--- src/hdl/phong_pkg.sv ---
// Shared types, constants and latencies of the Phong point light shading core.
`default_nettype none

package phong_pkg;

	// Coordinates are signed Q16.16, unit vectors and normals signed Q2.14.
	typedef logic signed [31:0] coord_t;
	typedef logic signed [15:0] unit_t;

	// Diffuse control: enable (N.L > 0) and N.L in Q16.
	typedef struct packed {
		logic        on;
		logic [18:0] ndl16;
	} diff_t;

	// Specular control: enable (R.E >= 0) and the power term in Q16.
	typedef struct packed {
		logic        on;
		logic [16:0] pow;
	} spec_t;

	// Configuration register indexes.
	typedef enum logic [2:0] {
		CFG_LIGHT_X   = 3'd0,
		CFG_LIGHT_Y   = 3'd1,
		CFG_LIGHT_Z   = 3'd2,
		CFG_LIGHT_RGB = 3'd3,
		CFG_EYE_X     = 3'd4,
		CFG_EYE_Y     = 3'd5,
		CFG_EYE_Z     = 3'd6
	} cfg_idx_t;

	localparam logic [23:0] LIGHT_RGB_RESET = 24'hFFFFFF;

	// Polynomial coefficients of the log2 and exp2 approximations.
	localparam logic [15:0] LOG_K = 16'd22755;
	localparam logic [15:0] EXP_K = 16'd22487;

	// Stage counts of the pipeline sections.
	localparam int NORM_LAT  = 43;
	localparam int GEOM_LAT  = 7;
	localparam int POW_LAT   = 10;
	localparam int FRONT_LAT = 2;
	localparam int MIX_LAT   = 2;
	localparam int SPEC_AT   = NORM_LAT + GEOM_LAT + POW_LAT;
	localparam int TOTAL_LAT = SPEC_AT + MIX_LAT;

endpackage

`default_nettype wire

--- src/hdl/phong_pow.sv ---
// Specular power (R.E)^shininess through log2 and exp2 approximations.
`default_nettype none

module phong_pow (
	input  logic               clk,
	input  logic               en,
	input  logic signed [41:0] rde,
	input  logic [15:0]        shininess,
	output phong_pkg::spec_t   spec
);

	// Flags: on = R.E >= 0, one = result forced to 1.0, zro = result forced to 0.
	logic [9:0]  on_s, one_s, zro_s;
	logic [15:0] x_s1;
	logic [15:0] sh_s1, sh_s2, sh_s3, sh_s4, sh_s5;
	logic [15:0] f_s2, f_s3;
	logic [3:0]  p_s2, p_s3, p_s4;
	logic [14:0] t_s3;
	logic [16:0] lg_s4;
	logic [20:0] a_s5;
	logic [28:0] e_s6;
	logic [12:0] ip_s7, ip_s8, ip_s9;
	logic [16:0] g_s7, g_s8;
	logic [14:0] h_s8;
	logic [17:0] mant_s9;
	logic [16:0] pow_s10;

	logic [29:0] xf_c;
	logic [16:0] x_c;
	logic [3:0]  lp_c;
	logic [31:0] sx_c;
	logic [32:0] t_prod_c;
	logic [30:0] lg_prod_c;
	logic [36:0] e_prod_c;
	logic [33:0] h_prod_c;
	logic [30:0] m_prod_c;

	always_comb begin
		xf_c = rde[41:12];
		x_c  = (xf_c > 30'd65536) ? 17'h10000 : xf_c[16:0];
		lp_c = '0;
		for (int k = 0; k < 16; k++) begin
			if (x_s1[k]) begin
				lp_c = 4'(k);
			end
		end
		sx_c      = 32'(x_s1) << (5'd16 - {1'b0, lp_c});
		t_prod_c  = 33'(f_s2) * 33'(17'h10000 - 17'(f_s2));
		lg_prod_c = 31'(t_s3) * 31'(phong_pkg::LOG_K);
		e_prod_c  = 37'(a_s5) * 37'(sh_s5);
		h_prod_c  = 34'(g_s7) * 34'(17'h10000 - g_s7);
		m_prod_c  = 31'(h_s8) * 31'(phong_pkg::EXP_K);
	end

	always_ff @(posedge clk) begin
		if (en) begin
			on_s  <= {on_s[8:0], ~rde[41]};
			one_s <= {one_s[8:0], (shininess == '0) | x_c[16]};
			zro_s <= {zro_s[8:0], (x_c == '0)};
			x_s1  <= x_c[15:0];
			sh_s1 <= shininess;
			sh_s2 <= sh_s1;
			sh_s3 <= sh_s2;
			sh_s4 <= sh_s3;
			sh_s5 <= sh_s4;
			f_s2  <= sx_c[15:0];
			p_s2  <= lp_c;
			t_s3  <= t_prod_c[30:16];
			f_s3  <= f_s2;
			p_s3  <= p_s2;
			lg_s4 <= 17'(f_s3) + 17'(lg_prod_c[30:16]);
			p_s4  <= p_s3;
			a_s5  <= {5'd16 - {1'b0, p_s4}, 16'b0} - 21'(lg_s4);
			e_s6  <= e_prod_c[36:8];
			ip_s7 <= e_s6[28:16];
			g_s7  <= 17'h10000 - 17'(e_s6[15:0]);
			h_s8  <= h_prod_c[30:16];
			g_s8  <= g_s7;
			ip_s8 <= ip_s7;
			mant_s9 <= 18'h10000 + 18'(g_s8) - 18'(m_prod_c[30:16]);
			ip_s9   <= ip_s8;
			if (one_s[8]) begin
				pow_s10 <= 17'h10000;
			end else if (zro_s[8] || ip_s9 >= 13'd31) begin
				pow_s10 <= '0;
			end else begin
				pow_s10 <= 17'((mant_s9 >> 1) >> ip_s9[4:0]);
			end
		end
	end

	assign spec.on  = on_s[9];
	assign spec.pow = pow_s10;

endmodule

`default_nettype wire

--- config.mk ---
export PLATFORM = sky130hd
export DESIGN_NAME = phong_pow
export DESIGN_NICKNAME = d
export VERILOG_FILES = /design/src/hdl/phong_pkg.sv /design/src/hdl/phong_pow.sv
export SDC_FILE = /design/constraint.sdc
export NUM_CORES = 2
export LEC_CHECK = 0
export BUFFER_PORTS_ARGS = -buffer_cell sky130_fd_sc_hd__clkbuf_2
export CORE_MARGIN = 4
export CORE_UTILIZATION = 30
export CTS_BUF_LIST = sky130_fd_sc_hd__clkbuf_4 sky130_fd_sc_hd__clkbuf_8 sky130_fd_sc_hd__clkbuf_16
export DETAILED_ROUTE_END_ITERATION = 10
export PLACE_DENSITY = 0.49
export SLEW_MARGIN = 20
export SYNTH_ARGS = -nofsm -noshare
export SYNTH_HDL_FRONTEND = slang
export SYNTH_SLANG_ARGS = --single-unit
--- constraint.sdc ---
create_clock -name clk -period 9.6 [get_ports clk]
set_clock_uncertainty 0.1 [all_clocks]
set_input_delay 2.88 -clock clk [delete_from_list [all_inputs] [get_ports clk]]
set_output_delay 2.88 -clock clk [all_outputs]
set_load 0.01 [all_outputs]
## Word level (Yosys, flattened, before mapping)

Index checks and enable logic that the tools add are counted.

- $add $sub $neg: 9
- Reduce and logical (&&, ||, !) cells: 4
- Muxes and demuxes: 17
- Shift-type cells: 2
- Multiply operators: 5
- Bitwise operators: 2
- Order comparisons: 2

Operators with widths:

| cell | count |
|---|---|
| 15-bit by 15-bit multiplier with 30-bit output (second input constant) | 2 |
| 4-bit two-way mux | 13 |
| 21-bit by 16-bit multiplier with 37-bit output | 1 |
| 17-bit two-way mux | 2 |
| 17-bit by 18-bit multiplier with 31-bit output | 1 |
| 18-bit by 18-bit multiplier with 31-bit output | 1 |
| 30-bit by 17-bit greater-than comparator with 1-bit output (second input constant) | 1 |
| 21-bit by 17-bit subtractor with 21-bit output | 1 |
| 17-bit by 17-bit adder with 18-bit output (first input constant) | 1 |
| 17-bit by 16-bit subtractor with 18-bit output (first input constant) | 1 |
| 17-bit by 17-bit subtractor with 18-bit output (first input constant) | 1 |
| 18-bit by 14-bit subtractor with 18-bit output | 1 |
| 16-bit by 14-bit adder with 17-bit output | 1 |
| 17-bit zero test | 1 |
| 17-bit by 5-bit >> shifter with 17-bit output | 1 |
| 17-bit by 16-bit subtractor with 17-bit output (first input constant) | 1 |
| 16-bit zero test | 1 |
| 16-bit by 5-bit << shifter with 16-bit output | 1 |
| 13-bit by 5-bit >= comparator with 1-bit output (second input constant) | 1 |
| 5-bit by 4-bit subtractor with 5-bit output (first input constant) | 2 |
| 2-bit two-way mux | 1 |
| 2-bit OR reduction | 1 |
| 1-bit logical OR | 1 |
| 1-bit two-way mux | 1 |
| other kinds (2) | 2 |

- Output and inout port bits: 18
- Register bits: 373
- Word-level logic and storage cells: 68
- Input bits: 60

## Depth between registers and ports, before layout

- Depth in word-level cells: 17
- Gate-level depth with buffers: 33
- Gate-level depth less buffers: 33

## Worst setup path before layout

Ideal clock, no wire load.

- Path kind: register to register
- Start: register f_s2[0]
- End: register t_s3[13] (data pin)
- Required time: 9.238 ns
- Arrival: 7.341 ns
- Period minus slack after synthesis: 7.703 ns
- Setup slack: 1.897 ns
- Path buffers: 3
- Stages on the path, launching flop included: 33
- Library setup time: 0.262 ns
- Path through: edfxtp_1 -> clkbuf_1 -> clkbuf_1 -> inv_1 -> ha_1 -> nor3b_1 -> nor3b_1 -> nand2_1 -> nor3_1 -> nor3b_1 -> ha_1 -> clkbuf_1 -> nand2b_1 -> fa_1 -> inv_1 -> fa_1 -> inv_1 -> fa_1 -> inv_1 -> fa_1 -> inv_1 -> fa_1 -> inv_1 -> fa_1 -> ha_1 -> nand4_1 -> nor2_1 -> a32o_1 -> nor2_1 -> a21oi_1 -> a41oi_1 -> a21oi_1 -> xor2_1

- Word-level cells in the longest chain between the ends: 2

RTL lines:

| what | RTL line | RTL |
|---|---|---|
| from (decl) | phong_pow.sv:16 | `logic [15:0] f_s2, f_s3;` |
| from (signal assigned) | phong_pow.sv:66 | `f_s2 <= sx_c[15:0];` |
| 17-bit by 16-bit subtractor with 18-bit output | phong_pow.sv:48 | `t_prod_c = 33'(f_s2) * 33'(17'h10000 - 17'(f_s2));` |
| 17-bit by 18-bit multiplier with 31-bit output (*) | phong_pow.sv:48 |  |
| via t_prod_c[29] | phong_pow.sv:32 | `logic [32:0] t_prod_c;` |
| to (signal assigned) | phong_pow.sv:68 | `t_s3 <= t_prod_c[30:16];` |
| to (decl) | phong_pow.sv:18 | `logic [14:0] t_s3;` |

The timed path passes the listed nets; every way through them passes the cells marked *.
A chain may end at the register's enable or synchronous reset.

## Final worst setup path

- Start: register g_s7[2]
- End: register h_s8[13] (data pin)

- Word-level cells in the longest chain between the ends: 2

RTL lines:

| what | RTL line | RTL |
|---|---|---|
| from (decl) | phong_pow.sv:23 | `logic [16:0] g_s7, g_s8;` |
| from (signal assigned) | phong_pow.sv:76 | `g_s7 <= 17'h10000 - 17'(e_s6[15:0]);` |
| 17-bit by 17-bit subtractor with 18-bit output | phong_pow.sv:51 | `h_prod_c = 34'(g_s7) * 34'(17'h10000 - g_s7);` |
| 18-bit by 18-bit multiplier with 31-bit output (*) | phong_pow.sv:51 |  |
| via h_prod_c[29] | phong_pow.sv:35 | `logic [33:0] h_prod_c;` |
| to (signal assigned) | phong_pow.sv:77 | `h_s8 <= h_prod_c[30:16];` |
| to (decl) | phong_pow.sv:24 | `logic [14:0] h_s8;` |

Marked as above.

==> flow_metrics.tcl <==
set metrics [dict create \
    startpoint "g_s7[2]$_DFFE_PP_" \
    cp-end-kind "flop" \
    ys_warn_count 0 \
    grt_usage 0.1362 \
    clock-sinks 372 \
    dp_hpwl_um 94880 \
    cp_slowest_cell "nor3_1" \
    first_pass_iters 7 \
    drc 0 \
    setup_viol 0 \
    place.gp.congestion 0.8344 \
    worstPathRequired_ps 9860 \
    max_cap_viol_count 0 \
    antenna_found_initial 1 \
    diodes 0 \
    tns_ps 0 \
    start_util 0.3027 \
    crit_end "h_s8[13]$_DFFE_PP_" \
    core_area_um2 172300 \
    worst_skew_pair.late_latency_ps 590 \
    avgViaCountPerCell 4.466 \
    htree_levels 2 \
    cp_top_family "adder cells" \
    r2r_slack_ps 610 \
    chipHeight_um 425.0 \
    grt_overflow 0 \
    netlist_top_cells_area "fa_1 (33%), edfxtp_1 (21%), ha_1 (15%)" \
    worst_slew_pin_slew_ps 1064 \
    synthFlopType "edfxtp_1" \
    final_cells 7362 \
    syn_to_final_growth_pct 8.715 \
    rows 152 \
    syn_area_per_cell_um2 10.44 \
    rr_endpoint "h_s8[13]$_DFFE_PP_" \
    critical_path.max_stage_delay_ps 680 \
    fin_nets 6585 \
    hold_path.class "flop to flop" \
    wl_um 120300 \
    path_class "flop to flop" \
    fill_cells 17870 \
    ant_nets 0 \
    die_area_um2 180600 \
    ctsHoldBuffers 0 \
    period_needed_ps 8993 \
    wl_per_cell_um 16.34 \
    startpoint_type "flop" \
    postCtsSetupRepairBufs 0 \
    yosys.cell_count.top_type "inv_1" \
    max_slew_margin 0.2908 \
    hold_viol_final 0 \
    cts_tree "yes" \
    ys_types 84 \
    status "finished clean" \
    drive_gt1_frac 0.04830 \
    cts_inserted_buffers 40 \
    netlist_instances 4995 \
    io_buffers 65 \
    crit_buf_inv 3 \
    clkSlewWorstSetupHoldPaths_ps 60 \
    ctsRootBufferMaster "clkbuf_16" \
    cts_resized 0 \
    synth_edf_count 372 \
    synth_top_cell_by_area "fa_1" \
    crit_fanout 11 \
    ios 78 \
    grt_pass1_vias 35580 \
    worstPathArrival_ps 9250 \
    grt_max_degree 151 \
    synth_seq_cells 372 \
    synthArstFlopShare 0 \
    reg2reg_depth 26 \
    placed_cells 7295 \
    synth_area_um2 52160 \
    worstReg2RegStart "g_s7[2]$_DFFE_PP_" \
    finalMaxSlewViolations 0 \
    fmax_mhz 111.2 \
    synth_common_cells "inv_1 (1134), fa_1 (861), ha_1 (637)" \
    grt_pass1_wl_um 196300 \
    vias 32880 \
    cts_buffer_depth 3 \
    drtIter0Drc 1677 \
    synth.yosys.seq_area_share 0.2142 \
    cp_num_cells 26 \
    die_w_um 425.0 \
    rsz0062_at_grt "no" \
    crit_top_cell "fa_1" \
    fin_crit_sh 0.9368 \
    yosysTopAreaCellShare 0.3304 \
]
layer usage:
metal	part of all wire	GRT usage	up-vias
li1	-	-	15610
met1	0.48	0.1913	16740
met2	0.48	0.2323	433
met3	0.033	0.01435	91
met4	0.012	0.01825	0
met5	0	0	-
worst reg2reg max path: cells and delay by family, from the launching register on:
kind	cells	cell delay, ps
fa+ha+maj	8	3890
buf+inv	3	160
compound gates	7	1380
flops	1	380
simple gates	7	2680
xor+xnor	1	210
cells by family (layout without fill, tap and decap cells):
kind of cell | Yosys count | after routing | synth area share
fa+ha+maj | 1498 | 1498 | 0.4832
simple gates | 1312 | 1312 | 0.1317
xor+xnor | 143 | 143 | 0.02401
other cells | 2 | 13 | 0.0001440
mux | 46 | 46 | 0.008995
compound gates | 327 | 327 | 0.04445
buf+inv | 1295 | 1341 | 0.09333
flops | 372 | 372 | 0.2142
metrics by stage:
step / utilization / instance area (um2) / hold WS, ps / setup slack [ps]
4_1_cts: 0.3291 / 56710 / 316.1 / 516.3
5_1_grt: 0.3291 / 56710 / 321.1 / 267.1
3_5_place_dp: 0.3215 / 55390 / 304.5 / 604.2
2_1_floorplan: - / 52200 / 300.3 / 1897
6_report: 0.3291 / 56710 / 311.8 / 607.1
3_3_place_gp: 0.3214 / 55380 / 301.6 / 450.5
state kept, by name (all words and copies together) (netlist names), 13 cells and up:
register / flops
a_s5: 21
e_s6: 29
f_s2: 16
f_s3: 16
g_s7: 17
g_s8: 17
h_s8: 15
ip_s7: 13
ip_s8: 13
ip_s9: 13
lg_s4: 17
mant_s9: 17
pow_s10: 17
sh_s1: 16
sh_s2: 16
sh_s3: 16
sh_s4: 16
sh_s5: 16
t_s3: 15
x_s1: 16
area by class of cell:
type | instances | area [um2] | share of cell area
clock inverters | 21 | 254.0 | 0.004479
repair buffers | 138 | 895.9 | 0.01580
multi-input cells | 3339 | 36170 | 0.6378
flip-flops and latches | 372 | 11170 | 0.1970
well taps | 2310 | 2890 | 0.05097
inverters | 1136 | 4264 | 0.07520
clock buffers | 46 | 1064 | 0.01875
worst min-delay path by stage:
stage	start	endpoint	slack, ps	cells after the start
after CTS	sh_s3[13]$_DFFE_PP_	sh_s4[13]$_DFFE_PP_	320	0
after detailed placement	e_s6[26]$_DFFE_PP_	ip_s7[10]$_DFFE_PP_	300	0
after global placement	one_s[3]$_DFFE_PP_	one_s[4]$_DFFE_PP_	300	0
final	ip_s8[3]$_DFFE_PP_	ip_s9[3]$_DFFE_PP_	310	0
after global routing	ip_s7[11]$_DFFE_PP_	ip_s8[11]$_DFFE_PP_	320	0
after floorplan	e_s6[16]$_DFFE_PP_	ip_s7[0]$_DFFE_PP_	300	0
cells in the final DEF (no fill, tap or decap), types with 7 or more instances in the layout:
| cell type | netlist | layout |
|---|---|---|
| nor3b_1 | 15 | 15 |
| mux2_2 | 7 | 7 |
| fa_1 | 861 | 861 |
| nand4_1 | 13 | 13 |
| o211ai_1 | 10 | 10 |
| and3_1 | 14 | 14 |
| xnor2_1 | 98 | 98 |
| or3_1 | 13 | 13 |
| clkbuf_2 | 0 | 64 |
| buf_4 | 1 | 72 |
| o21ai_0 | 48 | 48 |
| o21bai_1 | 10 | 10 |
| xor2_1 | 45 | 45 |
| o21a_1 | 26 | 26 |
| inv_1 | 1134 | 1134 |
| nor4_1 | 27 | 27 |
| a21oi_1 | 87 | 87 |
| clkbuf_16 | 0 | 41 |
| conb_1 | 2 | 13 |
| ha_1 | 637 | 637 |
| nand2_1 | 340 | 340 |
| a211oi_1 | 24 | 24 |
| mux2i_1 | 39 | 39 |
| edfxtp_1 | 372 | 372 |
| and2_1 | 152 | 152 |
| nor3_1 | 58 | 57 |
| a21o_1 | 26 | 26 |
| nor2_1 | 173 | 173 |
| nand3_1 | 30 | 30 |
| nand2b_1 | 299 | 299 |
| a31oi_1 | 7 | 7 |
| or2_2 | 11 | 11 |
| nor2b_1 | 154 | 154 |
Power is not shown: default switching activity piles up to over one toggle a cycle in this logic, so the estimate is an artifact.
